## src/design/citr_ram.sv

```systemverilog
`default_nettype none
module citr_ram #(
    parameter int WIDTH = 8,
    parameter int DEPTH = 64
) (
    input  wire logic                     aclk,
    input  wire logic                     we,
    input  wire logic [$clog2(DEPTH)-1:0] waddr,
    input  wire logic [WIDTH-1:0]         wdata,
    input  wire logic [$clog2(DEPTH)-1:0] raddr,
    output logic      [WIDTH-1:0]         rdata
);

    logic [WIDTH-1:0] mem [DEPTH];

    always_ff @(posedge aclk) begin
        if (we) begin
            mem[waddr] <= wdata;
        end
        rdata <= mem[raddr];
    end

endmodule
`default_nettype wire

```

## config.mk

```make
export PLATFORM = sky130hd
export DESIGN_NAME = citr_ram
export DESIGN_NICKNAME = d
export VERILOG_FILES = /design/src/design/citr_ram.sv
export SDC_FILE = /design/constraint.sdc
export NUM_CORES = 1
export LEC_CHECK = 0
export ABC_CLOCK_PERIOD_IN_PS = 2880
export BUFFER_PORTS_ARGS = -buffer_cell sky130_fd_sc_hd__buf_4
export CAP_MARGIN = 20
export CORE_MARGIN = 2
export CORE_UTILIZATION = 62
export DETAILED_ROUTE_END_ITERATION = 8
export PLACE_DENSITY = 0.79
export RECOVER_POWER = 100
export SETUP_SLACK_MARGIN = 0.4
export SYNTH_ARGS = -nofsm -noshare
export SYNTH_HDL_FRONTEND = slang
export SYNTH_SLANG_ARGS = --single-unit
export TNS_END_PERCENT = 100
```

## constraint.sdc

```tcl
create_clock -name aclk -period 2.88 [get_ports aclk]
set_clock_uncertainty 0.2 [all_clocks]
set_input_delay 0.432 -clock aclk [delete_from_list [all_inputs] [get_ports aclk]]
set_output_delay 0.432 -clock aclk [all_outputs]
set_load 0.005 [all_outputs]
```

==> impl_metrics.yaml, run 1 <==
floorplanning:
  start_util_pct: 62.5
  die_x_um: 184
  io_pins: 30
  chipHeight_um: 184
  die_area_um2: 34000
  rows: 66
  coreArea_um2: 32300
power:
  p_leak_nw: 7.17
  ir_drop_mv: 0.520
  cellPowerDensity_nw_per_um2: 694
layout:
  nFillCells: 1916
  area_growth_pct: 13.4
  drive_gt1_share_pct: 24.6
  final_nets: 1098
  diodes: 0
worst_setup_path:
  crit_type: "in -> reg"
  slowest_stage: "mux4_2"
  crit_chain: "clkbuf_8 -> clkbuf_4 -> mux4_2 -> mux2_2 -> o221a_2 -> nor3_1 -> o32ai_1"
  worst_ep_required_time_ps: 3110
  critPathMaxStageDelay_ps: 570
  critPathMaxFanout: 23
  worstSetupStartpointType: "primary input"
  cp-end-kind: "flip-flop"
  arrival_ps: 2680
yosys:
  synth_cells: 940
  ys_async_sr_fraction_pct: 0
  synth_area_um2: 20200
  ys.warnings.count: 0
  yosys_register_bits: 520
  synthTopCellsByCount: "edfxtp_1, mux4_2, nor2_1"
  synthDistinctLibCells: 40
  yosysTopAreaCellShare_pct: 76.2
  synth_most_common_cell: "edfxtp_1"
  synthTopCellsByArea: "edfxtp_1, mux4_2, nor2_1"
  synth_edf_count: 512
  yosysTopAreaCell: "edfxtp_1"
  ys_seq_area_share_pct: 77.0
  avgSynthCellArea_um2: 21.5
  ys.flop_type: "edfxtp_1"
  synth_nets: 962
clocking:
  cts_tree: "built"
  path_clk_slew_ps: 60
  cts.sinks: 520
  cts-root-buf: "clkbuf_16"
  worstSkewPairLatency_ps: 570
  clockBufferDepth: 3
  post-cts-setup-buffers: 0
  htreeDepth: 2
  cts_buffers: 49
routing:
  drc_errors: 0
  drt_iter0_drc: 1562
  final_antenna_net_count: 0
  wl_per_cell_um: 29.0
  viasPerCell: 6.56
  wl_um: 45200
  vias: 10200
  dr.pass1.iters: 5
placed_design:
  hpwl_um: 26900
  port_buffers: 29
  place.gp.congestion: 0.823
timing:
  hold_violations: 0
  slew_headroom_pct: 5.08
  slew_violations: 0
  rsz0062_at_grt: "no"
  period_minus_slack_ps: 2450
  finalHoldWorstSlack_ps: 67.9
  max_freq_mhz: 408
  setup_violations: 0
  fin_crit_sh_pct: 85.1
  finalSetupTns_ps: 0
  worst_pin_slew_ps: 1420
grt:
  gr-usage-all-layers_pct: 27.6
  grt_pass1_vias: 10300
  grt_max_degree: 65
  grt_pass1_wl_um: 67000
  grt_overflow: 0
  antenna_found_initial: 0
status:
  outcome: "complete, no violations"
flow_run:
  maxCapViolCount: 0
hold_path:
  hold_path_class: "in -> reg"
flip-flops by register name, indices dropped and copies added (netlist names):
register,cells
rdata,8
mem,512
timing repair:
action | 4_1_cts | 5_1_grt
hold buffers | 0 | 0
resized for setup | 0 | 1
setup endpoints to repair | 0 | 1
worst max-delay path, delay by kind of cell:
family                 cells  cell delay [ps]
muxes                      2              850
buffers and inverters      2              780
AOI/OAI and AO/OA          2              400
and+or+nand+nor            1              190
path summary, 6_finish.rpt:
kind / start / to / slack, ps / cells past startpoint
min reg2reg: mem[27][4] / rdata[4] / 670 / 3
max reg2reg: mem[3][5] / rdata[5] / 650 / 5
min: raddr[5] / rdata[2] / 70 / 3
max: raddr[0] / rdata[6] / 430 / 7
metrics by stage:
step           util [%]  std cells  cell area, um2  setup slack (ps)  power [mW]
2_1_floorplan         -        940           20200               580        9.00
3_3_place_gp       66.6       1467           21500              77.7        9.35
3_5_place_dp       66.6       1467           21500              18.1        9.37
4_1_cts            71.8       1558           23200               520        15.9
5_1_grt            70.8       1558           22900               310        16.2
6_report           70.8       1558           22900               430        15.9
logic make-up (layout without fill, tap and decap cells):
kind of cell | Yosys count | after routing | synth area share (%)
flops | 520 | 520 | 77.0
mux | 162 | 162 | 15.9
simple gates | 153 | 153 | 3.39
compound gates | 54 | 54 | 2.07
buf+inv | 51 | 227 | 1.57
final cells by class:
type | count | area (um2) | share of cell area [%]
Sequential cell | 520 | 15500 | 67.9
Clock buffer | 62 | 1330 | 5.81
Timing Repair Buffer | 136 | 796 | 3.48
Clock inverter | 29 | 339 | 1.48
Tap cell | 442 | 553 | 2.42
Multi-Input combinational cell | 369 | 4320 | 18.9
per-layer routing:
metal | global-route usage, % | vias up | wire (um)
li1 | - | 4194 | -
met1 | 39.0 | 5258 | 17200
met2 | 44.8 | 682 | 22500
met3 | 4.98 | 91 | 4240
met4 | 8.93 | 0 | 1270
met5 | 0 | - | 0
layout by cell type (no fill, tap or decap), types with 9 or more instances in the layout:
cell type	n
mux4_2	126
clkbuf_1	83
mux2i_1	23
clkinv_1	10
mux2_2	12
clkbuf_4	9
clkbuf_16	51
edfxtp_1	512
nand3_1	13
nor2_1	83
clkinv_2	9
nand2_1	19
nor2b_1	14
buf_4	40
power by group:
group,internal [mW],total [mW],switching (mW)
clock,3.97,6.65,2.68
combinational,0.318,0.802,0.484
sequential,8.38,8.41,0.0265
No activity file was read; power rests on OpenSTA's default activity.
==> run 2, diff against run 1 <==
--- a/config.mk
+++ b/config.mk
@@ -8,3 +8,3 @@
 export ABC_CLOCK_PERIOD_IN_PS = 2880
-export BUFFER_PORTS_ARGS = -buffer_cell sky130_fd_sc_hd__buf_4
+export BUFFER_PORTS_ARGS = -buffer_cell sky130_fd_sc_hd__buf_2
 export CAP_MARGIN = 20
@@ -14,3 +14,2 @@
 export PLACE_DENSITY = 0.79
-export RECOVER_POWER = 100
 export SETUP_SLACK_MARGIN = 0.4
==> constraint.sdc (replaced) <==
create_clock -name aclk -period 2.88 [get_ports aclk]
set_clock_uncertainty 0.2 [all_clocks]
set_input_delay 0.72 -clock aclk [delete_from_list [all_inputs] [get_ports aclk]]
set_output_delay 0.72 -clock aclk [all_outputs]
set_load 0.005 [all_outputs]
==> impl_metrics.yaml, run 2 (synthesis results as in run 1) <==
worst_setup_path:
  worstSetupStartpointType: "primary input"
  crit_start: "raddr[0]"
  r2r-start: "mem[29][6]"
  critPathMaxFanout: 14
  crit_chain: "clkbuf_8 -> buf_12 -> buf_12 -> mux4_2 -> mux4_2 -> o21ai_1 -> o41ai_1"
  crit_buf_inv: 3
  slowest_stage: "mux4_2"
  worst-path-stages: 7
  cpLargestDelayFamily: "multiplexers"
  timing.reg2reg.setup_slack_ps: 580
  critPathMaxStageDelay_ps: 520
  cp-endpoint: "rdata[3]"
  worstReg2RegEnd: "rdata[6]"
  rr_worst_depth: 6
  cp-end-kind: "flip-flop"
  worst_ep_required_time_ps: 3110
  arrival_ps: 2710
  crit_type: "in -> reg"
placed_design:
  place_area_um2: 21700
  hpwl_um: 28500
  port_buffers: 29
  place.gp.congestion: 0.974
floorplanning:
  die_area_um2: 34000
  rows: 66
  start_util_pct: 62.5
  chipHeight_um: 184
  coreArea_um2: 32300
  io_pins: 30
  die_x_um: 184
clocking:
  cts_buffers: 50
  cts_tree: "built"
  post-cts-setup-buffers: 0
  clockBufferDepth: 3
  htreeDepth: 2
  cts.sinks: 520
  cts-root-buf: "clkbuf_16"
  cts_hold_buf: 0
  path_clk_slew_ps: 60
  cts.repair.resized: 0
  worstSkewPairLatency_ps: 570
timing:
  hold_violations: 0
  finalSetupTns_ps: 0
  setup_violations: 0
  period_minus_slack_ps: 2480
  max_freq_mhz: 403
  slew_violations: 0
  fin_crit_sh_pct: 86.2
  slew_headroom_pct: 50.7
  worst_pin_slew_ps: 739
  finalHoldWorstSlack_ps: 389
  rsz0062_at_grt: "no"
routing:
  vias: 10300
  drc_errors: 0
  wl_um: 44800
  viasPerCell: 6.50
  final_antenna_net_count: 0
  drt_iter0_drc: 1302
  wl_per_cell_um: 28.4
  dr.pass1.iters: 7
hold_path:
  hold_path_class: "in -> reg"
grt:
  grt_pass1_vias: 10400
  grt_overflow: 0
  grt_max_degree: 65
  gr-usage-all-layers_pct: 27.3
  antenna_found_initial: 5
  grt_pass1_wl_um: 65800
layout:
  largest-register: "mem"
  area_growth_pct: 15.2
  drive_gt1_share_pct: 32.0
  largest_register_ffs: 512
  most-common-layout-cells: "edfxtp_1, mux4_2, buf_4"
  stdcell_area_um2: 23200
  reg.largest.list: "mem (512), rdata (8)"
  final_nets: 1118
  final_util_pct: 72.0
  final_common_cell: "edfxtp_1"
power:
  p_leak_nw: 7.53
  ir_drop_mv: 0.542
  cellPowerDensity_nw_per_um2: 664
status:
  outcome: "complete, no violations"
flow_run:
  maxCapViolCount: 0
[run 2: changes by cell type in the layout (fill, tap and decap cells not counted), sizes merged]
| cell | change |
|---|---|
| clkinvlp | +1 |
| buf | +109 |
| clkbuf | -85 |
| clkinv | -3 |
| bufinv | -5 |
| inv | +1 |
| diode | +1 |
[run 2: worst reg2reg max path: stages, from the launching register on]
cell	delay [ps]
edfxtp_1	390
mux4_2	500
mux2_2	270
o221a_2	290
nor3_2	280
buf_4	170
o32ai_1	80
[run 2: layer usage]
layer  share of wire [%]  GRT usage, %  up-vias
met5                0.12             0        -
met1                  37          36.7     5299
li1                    -             -     4244
met3                 9.7          6.52      107
met4                 3.0          8.22        8
met2                  50          45.1      594
[run 2: layout make-up]
class,count,area [um2]
Sequential cell,520,15500
Fill cell,1797,9050
Multi-Input combinational cell,369,4320
Clock buffer,67,1340
Timing Repair Buffer,155,1290
Tap cell,442,553
Clock inverter,23,203
Antenna cell,1,2.50
[run 2: worst min-delay path by stage]
stage / from / endpoint / depth (start not counted)
floorplan: mem[34][0] / rdata[0] / 4
global placement: mem[31][6] / rdata[6] / 3
detailed placement: mem[30][6] / rdata[6] / 3
CTS: raddr[5] / rdata[0] / 3
global route: raddr[5] / rdata[0] / 3
finish: raddr[5] / rdata[0] / 3
[run 2: stage by stage]
stage	total power, mW	std cells	setup WS, ps
floorplan	9.00	940	402
global placement	9.36	1486	-57.6
detailed placement	9.39	1486	-114
CTS	15.5	1576	472
global route	15.8	1576	403
finish	15.4	1577	397
[run 2: power by group]
part           internal (mW)  switching [mW]  leakage, nW  total (mW)
clock                   3.52            2.68        0.744        6.20
combinational          0.348           0.487         2.12       0.835
sequential              8.37          0.0324         4.67        8.41
