--- src/design/citr_pkg.sv ---
`default_nettype none
package citr_pkg;

    localparam int MAX_IDS = 64;
    localparam int IDX_W   = $clog2(MAX_IDS);
    localparam int CNT_W   = $clog2(MAX_IDS + 1);

    localparam int OP_W       = 2;
    localparam int ID_W       = 29;
    localparam int DATA_W     = 64;
    localparam int PLEN_W     = 8;
    localparam int LEN_W      = 4;
    localparam int TIME_W     = 32;
    localparam int IDXIN_W    = 6;
    localparam int USED_W     = 7;
    localparam int CFG_W      = 16;
    localparam int CFG_ADDR_W = 8;
    localparam int CMP_W      = (CNT_W > IDXIN_W) ? CNT_W : IDXIN_W;

    localparam int MAX_BYTES = 8;
    localparam int SCALE_W   = 20;
    localparam logic [SCALE_W-1:0] RATE_SCALE = 20'd1000000;
    localparam int DIVD_W    = TIME_W + SCALE_W;

    localparam logic [CFG_W-1:0] STALE_RESET  = 16'd2000;
    localparam logic [CFG_W-1:0] WINDOW_RESET = 16'd1000;

    localparam logic [OP_W-1:0] OP_OBSERVE = 2'd0;
    localparam logic [OP_W-1:0] OP_QUERY   = 2'd1;
    localparam logic [OP_W-1:0] OP_READ    = 2'd2;

    localparam logic [CFG_ADDR_W-1:0] REG_STALE  = 8'd0;
    localparam logic [CFG_ADDR_W-1:0] REG_WINDOW = 8'd1;

    typedef struct packed {
        logic [ID_W-1:0]   id;
        logic [DATA_W-1:0] data;
        logic [LEN_W-1:0]  len;
        logic [TIME_W-1:0] seen;
        logic [TIME_W-1:0] total;
        logic [TIME_W-1:0] wstart;
        logic [TIME_W-1:0] wcount;
        logic [TIME_W-1:0] rate;
    } entry_t;

    localparam int ENTRY_W = $bits(entry_t);

    // keep only the first len bytes
    function automatic logic [DATA_W-1:0] clamp_data(input logic [DATA_W-1:0] d,
                                                     input logic [LEN_W-1:0] len);
        logic [DATA_W-1:0] r;
        r = '0;
        for (int b = 0; b < MAX_BYTES; b++) begin
            if (LEN_W'(b) < len) begin
                r[b*8 +: 8] = d[b*8 +: 8];
            end
        end
        return r;
    endfunction

endpackage
`default_nettype wire

--- src/design/citr_div.sv ---
`default_nettype none
module citr_div (
    input  wire logic                          aclk,
    input  wire logic                          aresetn,
    input  wire logic                          start,
    input  wire logic [citr_pkg::DIVD_W-1:0]   dividend,
    input  wire logic [citr_pkg::TIME_W-1:0]   divisor,
    output logic                               done,
    output logic      [citr_pkg::DIVD_W-1:0]   quotient
);
    import citr_pkg::*;

    localparam int STEP_W = $clog2(DIVD_W + 1);

    logic [DIVD_W-1:0] num_reg, num_next;
    logic [TIME_W-1:0] den_reg, den_next;
    logic [TIME_W-1:0] rem_reg, rem_next;
    logic [STEP_W-1:0] step_reg, step_next;
    logic              busy_reg, busy_next;
    logic              done_reg, done_next;
    logic [TIME_W:0]   rem_sh;
    logic [TIME_W:0]   rem_sub;
    logic              qbit;

    // restoring division, one quotient bit a cycle; quotient shifts in behind the dividend
    always_comb begin
        rem_sh  = {rem_reg, num_reg[DIVD_W-1]};
        rem_sub = rem_sh - {1'b0, den_reg};
        qbit    = (rem_sh >= {1'b0, den_reg});
        num_next  = num_reg;
        den_next  = den_reg;
        rem_next  = rem_reg;
        step_next = step_reg;
        busy_next = busy_reg;
        done_next = 1'b0;
        if (start) begin
            num_next  = dividend;
            den_next  = divisor;
            rem_next  = '0;
            step_next = '0;
            busy_next = 1'b1;
        end else if (busy_reg) begin
            num_next  = {num_reg[DIVD_W-2:0], qbit};
            rem_next  = qbit ? rem_sub[TIME_W-1:0] : rem_sh[TIME_W-1:0];
            step_next = step_reg + 1'b1;
            if (step_reg == STEP_W'(DIVD_W - 1)) begin
                busy_next = 1'b0;
                done_next = 1'b1;
            end
        end
    end

    always_ff @(posedge aclk) begin
        if (!aresetn) begin
            busy_reg <= 1'b0;
            done_reg <= 1'b0;
        end else begin
            busy_reg <= busy_next;
            done_reg <= done_next;
        end
    end

    always_ff @(posedge aclk) begin
        num_reg  <= num_next;
        den_reg  <= den_next;
        rem_reg  <= rem_next;
        step_reg <= step_next;
    end

    assign done     = done_reg;
    assign quotient = num_reg;

endmodule
`default_nettype wire

--- config.mk ---
export PLATFORM = sky130hd
export DESIGN_NAME = citr_div
export DESIGN_NICKNAME = d
export VERILOG_FILES = /design/src/design/citr_pkg.sv /design/src/design/citr_div.sv
export SDC_FILE = /design/constraint.sdc
export NUM_CORES = 1
export LEC_CHECK = 0
export BUFFER_PORTS_ARGS = -buffer_cell sky130_fd_sc_hd__buf_2
export CAP_MARGIN = 10
export CORE_ASPECT_RATIO = 0.8
export CORE_MARGIN = 8
export CORE_UTILIZATION = 28
export DETAILED_ROUTE_END_ITERATION = 6
export GPL_TIMING_DRIVEN = 0
export HOLD_SLACK_MARGIN = 0.03
export PLACE_DENSITY = 0.43
export SETUP_SLACK_MARGIN = 0.05
export SYNTH_ARGS = -nofsm -noshare
export SYNTH_HDL_FRONTEND = slang
export SYNTH_SLANG_ARGS = --single-unit
--- constraint.sdc ---
create_clock -name aclk -period 7.1 [get_ports aclk]
set_clock_uncertainty 0.05 [all_clocks]
set_input_delay 0.355 -clock aclk [delete_from_list [all_inputs] [get_ports aclk]]
set_output_delay 0.355 -clock aclk [all_outputs]
set_load 0.01 [all_outputs]
==> impl.org, run 1 <==
** Status
- Run status :: finished, final reports clean

** Timing
- Min Clock Period, post-route :: 3.187 ns
- Post-route worst hold slack :: 0.05881 ns
- The number of max-slew violations in the final report was 0.
- Measured against its own limit, the worst slew margin works out to 44.93%.
- For the pin with the worst max-slew slack, the measured transition is 0.8260 ns.
- Fin crit share :: 44.89%
- The number of hold-slack violations in the final timing report came to 0.
- Once routing completed, OpenROAD measured the worst setup slack at 3.913 ns.
- Setup Viol. Count Final :: 0
- Setup repair after global routing left no endpoint under its margin.
- Static timing analysis puts the maximum clock frequency at 313.7 MHz.
- Summed over all failing endpoints, the final setup total negative slack is 0 ns.

** Drt
- Initial DRC count :: ~250
- In the routed design, unresolved DRC markers number 0.
- In the final routed layout, each cell accounts on average for 16.39 µm.
- Avg Vias per Cell :: between 4 and 5
- Total wire length :: about 18000 µm
- The detailed router placed 4998 vias in this run.
- The count of nets left with antenna violations once routing finished came out at 0.
- The pre-antenna-repair detailed-routing pass consisted of 5 iterations.

** Critical path
- The critical path is of the reg -> reg type.
- Data arrives at the worst endpoint at around 3.3 ns.
- At the worst endpoint, the required time is 7.22 ns.
- In this run the worst path has a maximum fanout of 10.
- The worst register-to-register path has a setup slack of 3.91 ns.
- For the worst flop-to-flop path, the logic depth is 12.
- The worst register-to-register path ends at quotient[0].
- Critical Path Sink Type :: flop
- Reg2Reg Launch Point :: den_reg[1]
- Startpoint type of the worst setup path :: flop

** CTS
- CTS buffer count :: 17
- No sink is reached through more buffers than the 2 on the longest clock path.
- For the worst-skew pair, the clock arrives at the later sink with an insertion delay of between 0.4 and 0.5 ns.
- Post-CTS timing repair inserted 0 buffers for setup.
- CTS built an H-tree with a depth of 4.
- Quantity of gates resized following cts :: 0
- TritonCTS built the clock tree.
- Hold repair after CTS inserted 0 buffers.
- TritonCTS sink count :: ~120
- Root buffer cell :: sky130_fd_sc_hd__clkbuf_16
- Clock transition at the register clock pins on the worst setup and hold paths after CTS :: 0.06 ns

** Power and ir drop
- Highest ir drop seen on vdd :: roughly 140 µV
- Power spread over the standard cell area amounts to 263.1 nW/µm².
- Static leakage :: between 3 and 4 nW

** Yosys
- Share of synthesized area occupied by flip-flops and latches :: 49.58%
- By area the synthesized netlist is led by sky130_fd_sc_hd__edfxtp_1 (38%), sky130_fd_sc_hd__dfxtp_1 (12%), sky130_fd_sc_hd__mux2_2 (9.1%).
- Flop and latch count out of synthesis :: about 120
- Net count of the mapped netlist :: 723
- Top cell type by total area after synthesis :: sky130_fd_sc_hd__edfxtp_1
- Fraction of post-synthesis cell area in the top cell type by area :: 37.63%
- Yosys mapped a number of flops with a built-in enable equal to 84.
- The cell area that synthesis handed to floorplanning was 6703 µm².
- Of all flip-flops after synthesis, the portion carrying an async set or reset was 0%.
- Mean post-synth cell area :: 11.13 µm²
- Synthesis Warnings :: 0
- The cell count after synthesis came out at roughly 600.
- Top FF cell, synth :: sky130_fd_sc_hd__edfxtp_1
- The netlist uses 55 different library cells.

** Global route
- Entering global routing, the biggest net connects 35 pins.
- In the global route stage, overall resource usage came out at 12.28%.
- For this run the aggregate overflow at the end of global routing stands at 0.
- Via count of the first global-routing pass :: 5195
- Antenna violations before repair :: 1
- Global-route wire length before repair :: 28490 µm

** Finish
- Once layout is complete, the utilization of the core stands at 35.81%.
- Final nets :: 882
- Flip-flop count of the largest register, all copies and words added :: 52
- Leaving out fill and tap cells, the most frequent cells in the layout are sky130_fd_sc_hd__buf_2 (140), sky130_fd_sc_hd__edfxtp_1 (84), sky130_fd_sc_hd__mux2_2 (54).
- After routing the design area is roughly 8400 µm².
- Fraction of final layout cells sized beyond drive strength 1 :: a little under a third
- Most common library cell in the layout ignoring fill and taps :: sky130_fd_sc_hd__buf_2
- Synth-to-layout area growth :: 25.35%

** Placement
- Input and output buffers added on the ports amount to 139.
- Placed cell area :: approximately 8000 µm²
- Before CTS, the worst setup slack after placement is between 3 and 4 ns.
- Detailed placement finished with a half-perimeter wire length of 13490 µm.
- At the end of routability-driven placement, the weighted congestion stood at 0.8198.

** Floorplan
- The core region is 23460 µm².
- In this run the core area contains 50 standard-cell rows.
- I/O pin total :: 140
- Die ar. :: 29180 µm²
- The floorplan step set the die width to 189.0 µm.
- Once the floorplan was initialized, standard cells occupied 28.57% of the core.
- The floorplan step set the die height to 154.4 µm.

** Worst hold path
- Destination of the worst hold path :: den_reg[31]
- Hold crit path type :: in -> reg
- Counting instances, the worst hold path has a depth of 1.
- In this run the most critical hold path is launched from divisor[31].

** Run
- Max-cap violations in this run came to 0.
[area by class of cell]
cell class	instances	area [µm²]
Inverter	42	157.7
Buffer	29	170.2
Timing Repair Buffer	140	715.7
Clock buffer	17	425.4
Multi-Input combinational cell	407	3052
Tap cell	312	390.4
Antenna cell	1	2.502
Sequential cell	124	3323
Clock inverter	15	165.2
Fill cell	2340	15060
[worst max path at each step]
| stage | start | endpoint | slack [ns] |
|---|---|---|---|
| global placement | start | quotient[11] | 2.70 |
| finish | den_reg[1] | quotient[0] | 3.91 |
| CTS | den_reg[1] | quotient[0] | 3.89 |
| detailed placement | start | quotient[37] | 3.52 |
| global route | den_reg[1] | quotient[0] | 3.78 |
| floorplan | den_reg[6] | quotient[0] | 4.21 |
[cell usage after synthesis, types with 14 or more instances]
cell type and number:
sky130_fd_sc_hd__xor2_1 14, sky130_fd_sc_hd__o21ai_0 28, sky130_fd_sc_hd__clkbuf_1 19, sky130_fd_sc_hd__a21oi_1 39, sky130_fd_sc_hd__ha_1 33, sky130_fd_sc_hd__nor2_1 52, sky130_fd_sc_hd__inv_1 42, sky130_fd_sc_hd__dfxtp_1 40
sky130_fd_sc_hd__mux2i_1 19, sky130_fd_sc_hd__nand2_1 35, sky130_fd_sc_hd__a211oi_1 24, sky130_fd_sc_hd__edfxtp_1 84, sky130_fd_sc_hd__mux2_2 54, sky130_fd_sc_hd__xnor2_1 18
[metrics by stage]
stage / cells / power [mW]
CTS: 1086 / 2.251
global placement: 1053 / 1.345
global route: 1087 / 2.334
detailed placement: 1054 / 1.349
floorplan: 602 / 1.206
finish: 1087 / 2.211
[per-layer routing]
metal  part of all wire [%]  wire length, µm  global-route usage [%]  vias up
met1                     48             8478                   16.00     2371
li1                       -                -                       -     2529
met2                     48             8479                   19.87       90
met5                      0                0                       0        -
met3                    4.1              726                   3.146        8
met4                   0.74              132                   3.419        0
[critical path: stages (launching register included)]
cell and delay, ns:
sky130_fd_sc_hd__edfxtp_1 0.42, sky130_fd_sc_hd__inv_1 0.07, sky130_fd_sc_hd__ha_1 0.31, sky130_fd_sc_hd__nand2b_1 0.10
sky130_fd_sc_hd__a211oi_1 0.12, sky130_fd_sc_hd__o311a_4 0.44, sky130_fd_sc_hd__a21oi_4 0.22, sky130_fd_sc_hd__o211ai_2 0.09
sky130_fd_sc_hd__a2111o_1 0.40, sky130_fd_sc_hd__buf_6 0.15, sky130_fd_sc_hd__buf_8 0.15, sky130_fd_sc_hd__buf_6 0.15
sky130_fd_sc_hd__mux2_2 0.25
[power by group]
part           internal, mW  leakage, nW  switching [mW]
clock network         0.522        0.277           0.357
registers             0.847         1.16          0.0328
logic                 0.201         2.05           0.251
[cell families after synthesis]
family                   count (synthesis)  share of synthesized area [%]
AO/OA/AOI/OAI                          139                          14.28
XOR/XNOR                                32                          4.181
adder cells (fa/ha/maj)                 34                          6.459
buffers and inverters                   71                          4.891
flip-flops                             124                          49.58
multiplexers                            73                          11.91
AND/OR/NAND/NOR                        129                          8.699
Note: power is estimated with default switching activity, not from simulation.
==> inputs of run 2 (changes only) <==
==> constraint.sdc (replaced) <==
create_clock -name aclk -period 3.3 [get_ports aclk]
set_clock_uncertainty 0.05 [all_clocks]
set_input_delay 0.165 -clock aclk [delete_from_list [all_inputs] [get_ports aclk]]
set_output_delay 0.165 -clock aclk [all_outputs]
set_load 0.01 [all_outputs]
==> run 2 against run 1 <==
  * Sequential share of layout area is 3.7 points lower
  * Core utilization is 3.7 points higher
  * Maximum frequency is 1.2% higher
  * Clock-buffer cell count stayed put
  * Final cell count is 7.8% higher
  * Global-route usage is 0.41 points higher
  * Largest power group is now the clock network
  * Non-clock buffer count is 86 higher
  * Via count is 6.2% higher
  * Total power is 120% higher
==> impl.org, run 2 (synthesized netlist as in run 1, its figures left out) <==
** Placement
- IO Port Bufs :: 139 (unchanged)
- The post-detailed-placement half-perimeter wirelength was 13490 µm (unchanged).
- Routability-driven placement congestion ratio :: 0.8198 (unchanged)

** Critical path
- Critical path fanouts, max :: 10 (unchanged)
- Setup Crit Path Kind :: reg -> reg
- STA classifies the critical path endpoint as a flop.
- STA classifies the critical path startpoint as a flop.
- Arr. time, crit path :: 3.27 ns (-0.04 ns)
- Worst endpoint required time :: 3.42 ns (-3.80 ns)

** Timing
- Fin crit share :: 95.47% (+51 points)
- Post-route worst hold slack :: 0.3570 ns (+0.2982 ns)
- Actual transition at the worst max-transition pin :: 0.8309 ns (+0.004907 ns)
- Setup repair after global routing could not meet its margin everywhere.
- Final hold violations :: 0 (unchanged)
- Setup Viol. Count Final :: 0 (unchanged)
- The number of max-slew violations in the final report was 0 (unchanged).
- The aggregate negative setup slack was 0 ns (unchanged).
- Normalized max-slew margin :: 44.60% (-0.33 points)
- Fmax achieved :: 317.4 MHz (+1.2%)
- The clock period minus final worst setup slack is 3.150 ns (-0.03711 ns).

** CTS
- The buffer levels on the longest clock path is 2 (unchanged).
- Clock tree synthesis selected as its root buffer the cell sky130_fd_sc_hd__clkbuf_16.
- The deepest level of the CTS H-tree came to 4 (unchanged).
- Clock transition at the register clock pins on the worst setup and hold paths after CTS :: 0.06 ns (about the same)
- The insertion delay to the later sink of the worst-skew pair was 0.42 ns (about the same).
- TritonCTS built the clock tree.
- CTS buffer count :: 17 (unchanged)
- TritonCTS sink count :: 124 (unchanged)

** Power and ir drop
- Combinational Power Share :: 21.9% (+1.5 points)
- Seq pwr share :: 39.0% (-0.8 points)
- The switching component of the power was 1.403 mW (+120%).
- Static leakage :: 3.854 nW (+10%)
- The peak supply drop was 291.0 µV (+110%).
- Power share of the clock group :: 39.1% (-0.7 points)
- The design internal power came to 3.448 mW (+120%).
- Fraction of power spent switching nets :: 28.92% (-0.038 points)
- The areal power density over the cells came to 522.8 nW/µm² (+99%).

** Global route
- The aggregate global-route resource usage came to 12.69% (+0.41 points).
- The number of global-route vias before repair is 5591 (+7.6%).
- Overflow left after global routing :: 0 (unchanged)
- The maximum number of pins on one net before global-route repair was 35 (unchanged).
- Antenna violations before repair :: 0 (-1)
- The first-pass GRT wire length was 29700 µm (+4.2%).

** Floorplan
- The number of placed I/O pins was 140 (unchanged).
- The horizontal die dimension was 189.0 µm (unchanged).
- Initial Utilization :: 28.57% (unchanged)
- The vertical extent of the die is 154.4 µm (unchanged).
- Floorplan Core Area :: 23460 µm² (unchanged)
- Standard-cell rows :: 50 (unchanged)
- Die ar. :: 29180 µm² (unchanged)

** Drt
- The number of antenna-violating nets in the routed design is 0 (unchanged).
- The mean number of vias per cell came to 4.531 (-1.5%).
- The mean routed wirelength per cell came to 15.76 µm (-3.9%).
- The number of DRC markers in iteration 0 is 276 (+9.5%).
- Detailed Routing Iterations Pass 1 :: 5 (unchanged)
- DRC violations left :: 0 (unchanged)
- The number of vias after detailed routing is 5310 (+6.2%).
- Total wire length :: 18470 µm (+3.7%)

** Finish
- Leaving out fill and tap cells, the most frequent cells in the layout are sky130_fd_sc_hd__buf_2 (140), sky130_fd_sc_hd__dlygate4sd3_1 (85), sky130_fd_sc_hd__edfxtp_1 (84).
- Synth-to-layout area growth :: 38.40%
- The share of post-route cells with drive strength above 1 was 28.84% (-2.9 points).
- Flip-flop count of the largest register, all copies and words added :: 52 (unchanged)
- Diodes inserted :: 0 (-1)
- Final nets :: 968 (+9.8%)
- The library cell used most frequently in the layout, excluding fill and tap cells, is sky130_fd_sc_hd__buf_2.

** Status
- The run finished with clean final reports.

** Worst hold path
- Hold crit path type :: in -> reg

** Run
- The count of maximum capacitance violations came to 0 (unchanged).
-- run 2: cell types whose count changed in the layout (fill, tap and decap cells not counted), sizes merged --
cell | previous run | this run
dlygate4sd3 | 0 | 85
diode | 1 | 0
buf | 150 | 151
-- run 2: final timing paths --
check | to | depth (start not counted) | start | slack (ns)
worst min-delay path | den_reg[17] | 1 | start | 0.36
worst min register to register | rem_reg[24] | 2 | rem_reg[24] | 0.45
worst max register to register | quotient[0] | 12 | den_reg[1] | 0.15
worst max-delay path | quotient[0] | 12 | den_reg[1] | 0.15
-- run 2: worst max-delay path: stages (launching register included) --
cell	delay [ns]
sky130_fd_sc_hd__edfxtp_1	0.39
sky130_fd_sc_hd__inv_1	0.06
sky130_fd_sc_hd__ha_1	0.31
sky130_fd_sc_hd__nand2b_1	0.10
sky130_fd_sc_hd__a211oi_1	0.12
sky130_fd_sc_hd__o311a_4	0.44
sky130_fd_sc_hd__a21oi_4	0.22
sky130_fd_sc_hd__o211ai_2	0.09
sky130_fd_sc_hd__a2111o_1	0.40
sky130_fd_sc_hd__buf_6	0.15
sky130_fd_sc_hd__buf_8	0.15
sky130_fd_sc_hd__buf_6	0.15
sky130_fd_sc_hd__mux2_2	0.26
-- run 2: cell type report --
| class | count | area, µm² |
|---|---|---|
| Multi-Input combinational cell | 407 | 3070 |
| Clock buffer | 17 | 425.4 |
| Inverter | 42 | 157.7 |
| Tap cell | 312 | 390.4 |
| Buffer | 29 | 170.2 |
| Clock inverter | 15 | 165.2 |
| Fill cell | 2276 | 14180 |
| Timing Repair Buffer | 226 | 1574 |
| Sequential cell | 124 | 3323 |
-- run 2: metrics by stage --
step	std cells	utilization [%]	power (mW)	worst slack (ns)	instance area, µm²
2_1_floorplan	602	-	2.596	0.4067	6703
4_1_cts	1171	39.43	4.924	0.08713	9250
3_3_place_gp	1053	33.20	2.894	-0.9119	7789
5_1_grt	1172	39.54	5.112	0.04245	9276
6_report	1172	39.54	4.850	0.1496	9276
3_5_place_dp	1054	33.29	2.903	-0.08921	7809
-- run 2: power by group through the flow --
stage	Combinational, mW	Clock [mW]	Sequential [mW]
6_report	1.06	1.90	1.89
4_1_cts	1.07	1.97	1.89
3_3_place_gp	0.969	0	1.92
3_5_place_dp	0.977	0	1.93
2_1_floorplan	0.648	0	1.95
5_1_grt	1.18	2.03	1.91
-- run 2: timing repair --
| item | 4_1_cts | 5_1_grt |
|---|---|---|
| hold buffers | 85 | 0 |
| setup endpoints to repair | 0 | 12 |
| gates resized for setup | 0 | 3 |
| hold endpoints to repair | 86 | 0 |
| setup buffers | 0 | 1 |
-- run 2: layer usage --
layer	vias to the layer above	wire, µm	track usage, %	share of wire, %
li1	2698	-	-	-
met1	2508	8779	16.43	48
met2	92	8837	20.84	48
met3	12	670	3.101	3.6
met4	0	182	3.419	0.99
met5	-	0	0	0
==> inputs of run 3 (changes only) <==
--- a/config.mk
+++ b/config.mk
@@ -13,7 +13,6 @@
 export DETAILED_ROUTE_END_ITERATION = 6
 export GPL_TIMING_DRIVEN = 0
 export HOLD_SLACK_MARGIN = 0.03
-export PLACE_DENSITY = 0.43
 export SETUP_SLACK_MARGIN = 0.05
 export SYNTH_ARGS = -nofsm -noshare
 export SYNTH_HDL_FRONTEND = slang
==> run 3 against run 2 <==
  * Core utilization fell by 0.085 points
  * Via count rose by 0.55%
  * First-iteration DRC count fell by 16%
  * Sequential share of layout area rose by 0.077 points
  * Largest cell class unchanged
  * Total power fell by 0.53%
  * Wire length fell by 1.4%
  * Global-route usage fell by 0.43 points
  * Design area fell by 0.22%
==> impl.org, run 3 (synthesized netlist as in run 1, its figures left out) <==
** Status
- The run finished with clean final reports.

** Placement
- The post-placement setup slack is 0.03826 ns (+0.1275 ns).
- HPWL after detailed placement :: 13090 µm (-2.9%)
- IO Port Bufs :: 139 (unchanged)
- The final weighted congestion of routability-driven global placement came to 0.8018 (-2.2%).

** Floorplan
- Floorplan die width :: 189.0 µm (unchanged)
- Initial Utilization :: 28.57% (unchanged)
- Floorplan Core Area :: 23460 µm² (unchanged)
- Die outline height :: 154.4 µm (unchanged)
- The cell row count is 50 (unchanged).
- Die ar. :: 29180 µm² (unchanged)
- The number of placed I/O pins came to 140 (unchanged).

** Global route
- Total GRT Usage :: 12.26% (-0.43 points)
- Overflow left after global routing :: 0 (unchanged)
- Via count of the first global-routing pass :: 5594 (+0.054%)
- Maximum number of pins on one net before global-route repair :: 34 (-2.9%)
- The first-pass GRT wire length is 28900 µm (-2.7%).
- Antenna violations before repair :: 1 (+1)

** Critical path
- In this design, the largest share of critical-path delay is due to compound AO/OA/AOI/OAI gates.
- The critical path goes through inv_1 -> ha_1 -> nand2b_1 -> a211oi_1 -> o311a_4 -> a21oi_4 -> o211ai_2 -> a2111o_1 -> buf_6 -> buf_8 -> buf_6 -> mux2_2.
- The slowest stage of the critical path is the sky130_fd_sc_hd__edfxtp_1 cell.
- STA classifies the critical path startpoint as a flop.
- Critical Path Sink Type :: flop
- The largest incremental delay on the critical path came to 0.47 ns (+0.03 ns).
- The worst path buffer plus inverter count came to 4 (unchanged).
- Critical path's most frequent cell :: sky130_fd_sc_hd__buf_6
- Worst endpoint required time :: 3.41 ns (about the same)
- By startpoint and endpoint, the worst setup path is classified as reg -> reg.
- Critical path fanouts, max :: 10 (unchanged)
- Arr. time, crit path :: 3.26 ns (about the same)

** Worst hold path
- In this run the worst hold path is classified as in -> reg.

** Finish
- Flip-flop count of the largest register, all copies and words added :: 52 (unchanged)
- Final nets :: 967 (-0.10%)
- The share of post-route cells with drive strength above 1 came to 28.52% (-0.32 points).
- The top cell types in the final layout, fill and taps aside, are sky130_fd_sc_hd__buf_2 (140), sky130_fd_sc_hd__dlygate4sd3_1 (85), sky130_fd_sc_hd__edfxtp_1 (84).
- From synthesis to final layout, the design area changed by 38.10%.
- Post-layout utilization of the core :: 39.46% (-0.085 points)
- The library cell used most frequently in the layout, excluding fill and tap cells, is sky130_fd_sc_hd__buf_2.

** Timing
- Normalized max-slew margin :: 44.52% (-0.084 points)
- The clock period minus final worst setup slack came to 3.152 ns (+0.001963 ns).
- The number of hold-slack violations in the final timing report came to 0 (unchanged).
- Setup Viol. Count Final :: 0 (unchanged)
- The number of max-slew violations in the final report was 0 (unchanged).
- Setup repair after global routing could not meet its margin everywhere.
- The slew of the pin with the lowest slew margin was 0.8322 ns (+0.001266 ns).
- Final setup margin :: 0.1477 ns (-0.001963 ns)
- The period utilization was 95.53% (about the same).
- Fmax achieved :: 317.2 MHz (about the same)

** CTS
- Clock network latency to the later pin of the worst-skew pair :: 0.42 ns (about the same)
- Clock transition at the register clock pins on the worst setup and hold paths after CTS :: 0.06 ns (about the same)
- CTS HTree Levels :: 4 (unchanged)
- TritonCTS sink count :: 124 (unchanged)
- TritonCTS built the clock tree.
- CTS buffer count :: 17 (unchanged)
- The buffer levels on the longest clock path was 2 (unchanged).
- Clock tree synthesis selected as its root buffer the cell sky130_fd_sc_hd__clkbuf_16.

** Drt
- Post-route ant nets :: 0 (unchanged)
- The number of DRC markers in iteration 0 was 233 (-16%).
- The number of vias after detailed routing came to 5339 (+0.55%).
- The final routed wirelength across all metal layers came to 18210 µm (-1.4%).
- The mean routed wirelength per cell came to 15.54 µm (-1.4%).
- The total iterations of the first detailed-routing run was 5 (unchanged).
- Avg Vias per Cell :: 4.555 (+0.55%)
- The number of DRC violations after detailed routing was 0 (unchanged).

** Run
- The count of maximum capacitance violations was 0 (unchanged).

** Power and ir drop
- The peak supply drop is 320.3 µV (+10%).
- The power after layout is 4.824 mW (-0.53%).
- Power per unit of standard cell area :: 521.2 nW/µm² (-0.32%)
- The standby leakage power is 3.850 nW (-0.10%).
==> run 3: final timing paths <==
check | start | endpoint | slack [ns] | depth (start not counted)
worst max-delay path | quotient[51] | quotient[0] | 0.15 | 12
worst min-delay path | start | den_reg[25] | 0.36 | 1
worst max register to register | quotient[51] | quotient[0] | 0.15 | 12
worst min register to register | step_reg[5] | step_reg[5] | 0.45 | 2
==> run 3: layout make-up <==
| type | count | area, µm² |
|---|---|---|
| clock inverters | 11 | 118.9 |
| clock buffers | 21 | 471.7 |
| inverters | 42 | 157.7 |
| multi-input cells | 407 | 3055 |
| well taps | 312 | 390.4 |
| repair buffers | 225 | 1567 |
| plain buffers | 29 | 170.2 |
| fillers | 2286 | 14200 |
| flip-flops and latches | 124 | 3323 |
| diodes | 1 | 2.502 |
==> run 3: worst register-to-register path, stage by stage (launching register included) <==
cell                       delay [ns]
sky130_fd_sc_hd__edfxtp_1        0.47
sky130_fd_sc_hd__inv_1           0.10
sky130_fd_sc_hd__ha_1            0.18
sky130_fd_sc_hd__nand2b_1        0.14
sky130_fd_sc_hd__a211oi_1        0.11
sky130_fd_sc_hd__o311a_4         0.44
sky130_fd_sc_hd__a21oi_4         0.21
sky130_fd_sc_hd__o211ai_2        0.09
sky130_fd_sc_hd__a2111o_1        0.39
sky130_fd_sc_hd__buf_6           0.14
sky130_fd_sc_hd__buf_8           0.15
sky130_fd_sc_hd__buf_6           0.15
sky130_fd_sc_hd__mux2_2          0.26
==> run 3: per-layer routing <==
layer,track usage (%),vias up,wire (µm)
li1,-,2694,-
met1,15.73,2527,8486
met2,20.43,97,8823
met3,2.404,21,585
met4,3.976,0,312
met5,0,-,0
==> run 3: what timing repair did <==
item	CTS	global route
buffers inserted	0	0
setup endpoints to repair	0	1
hold endpoints to repair	86	0
gates resized for setup	0	1
hold buffers	85	0
==> run 3: where the power goes <==
group / switching, mW / total [mW] / internal [mW]
registers: 0.0753 / 1.90 / 1.82
clock network: 0.699 / 1.87 / 1.17
logic: 0.556 / 1.06 / 0.499
total: 1.33 / 4.82 / 3.49
==> run 3: stage by stage <==
stage / TNS, ns / cell area, µm² / cells / hold slack, ns
after CTS: 0 / 9250 / 1171 / 0.3765
after global placement: -41.44 / 7789 / 1053 / 0.2926
final: 0 / 9256 / 1172 / 0.3580
after floorplan: 0 / 6703 / 602 / 0.2139
after detailed placement: 0 / 7809 / 1054 / 0.2931
after global routing: 0 / 9256 / 1172 / 0.3954
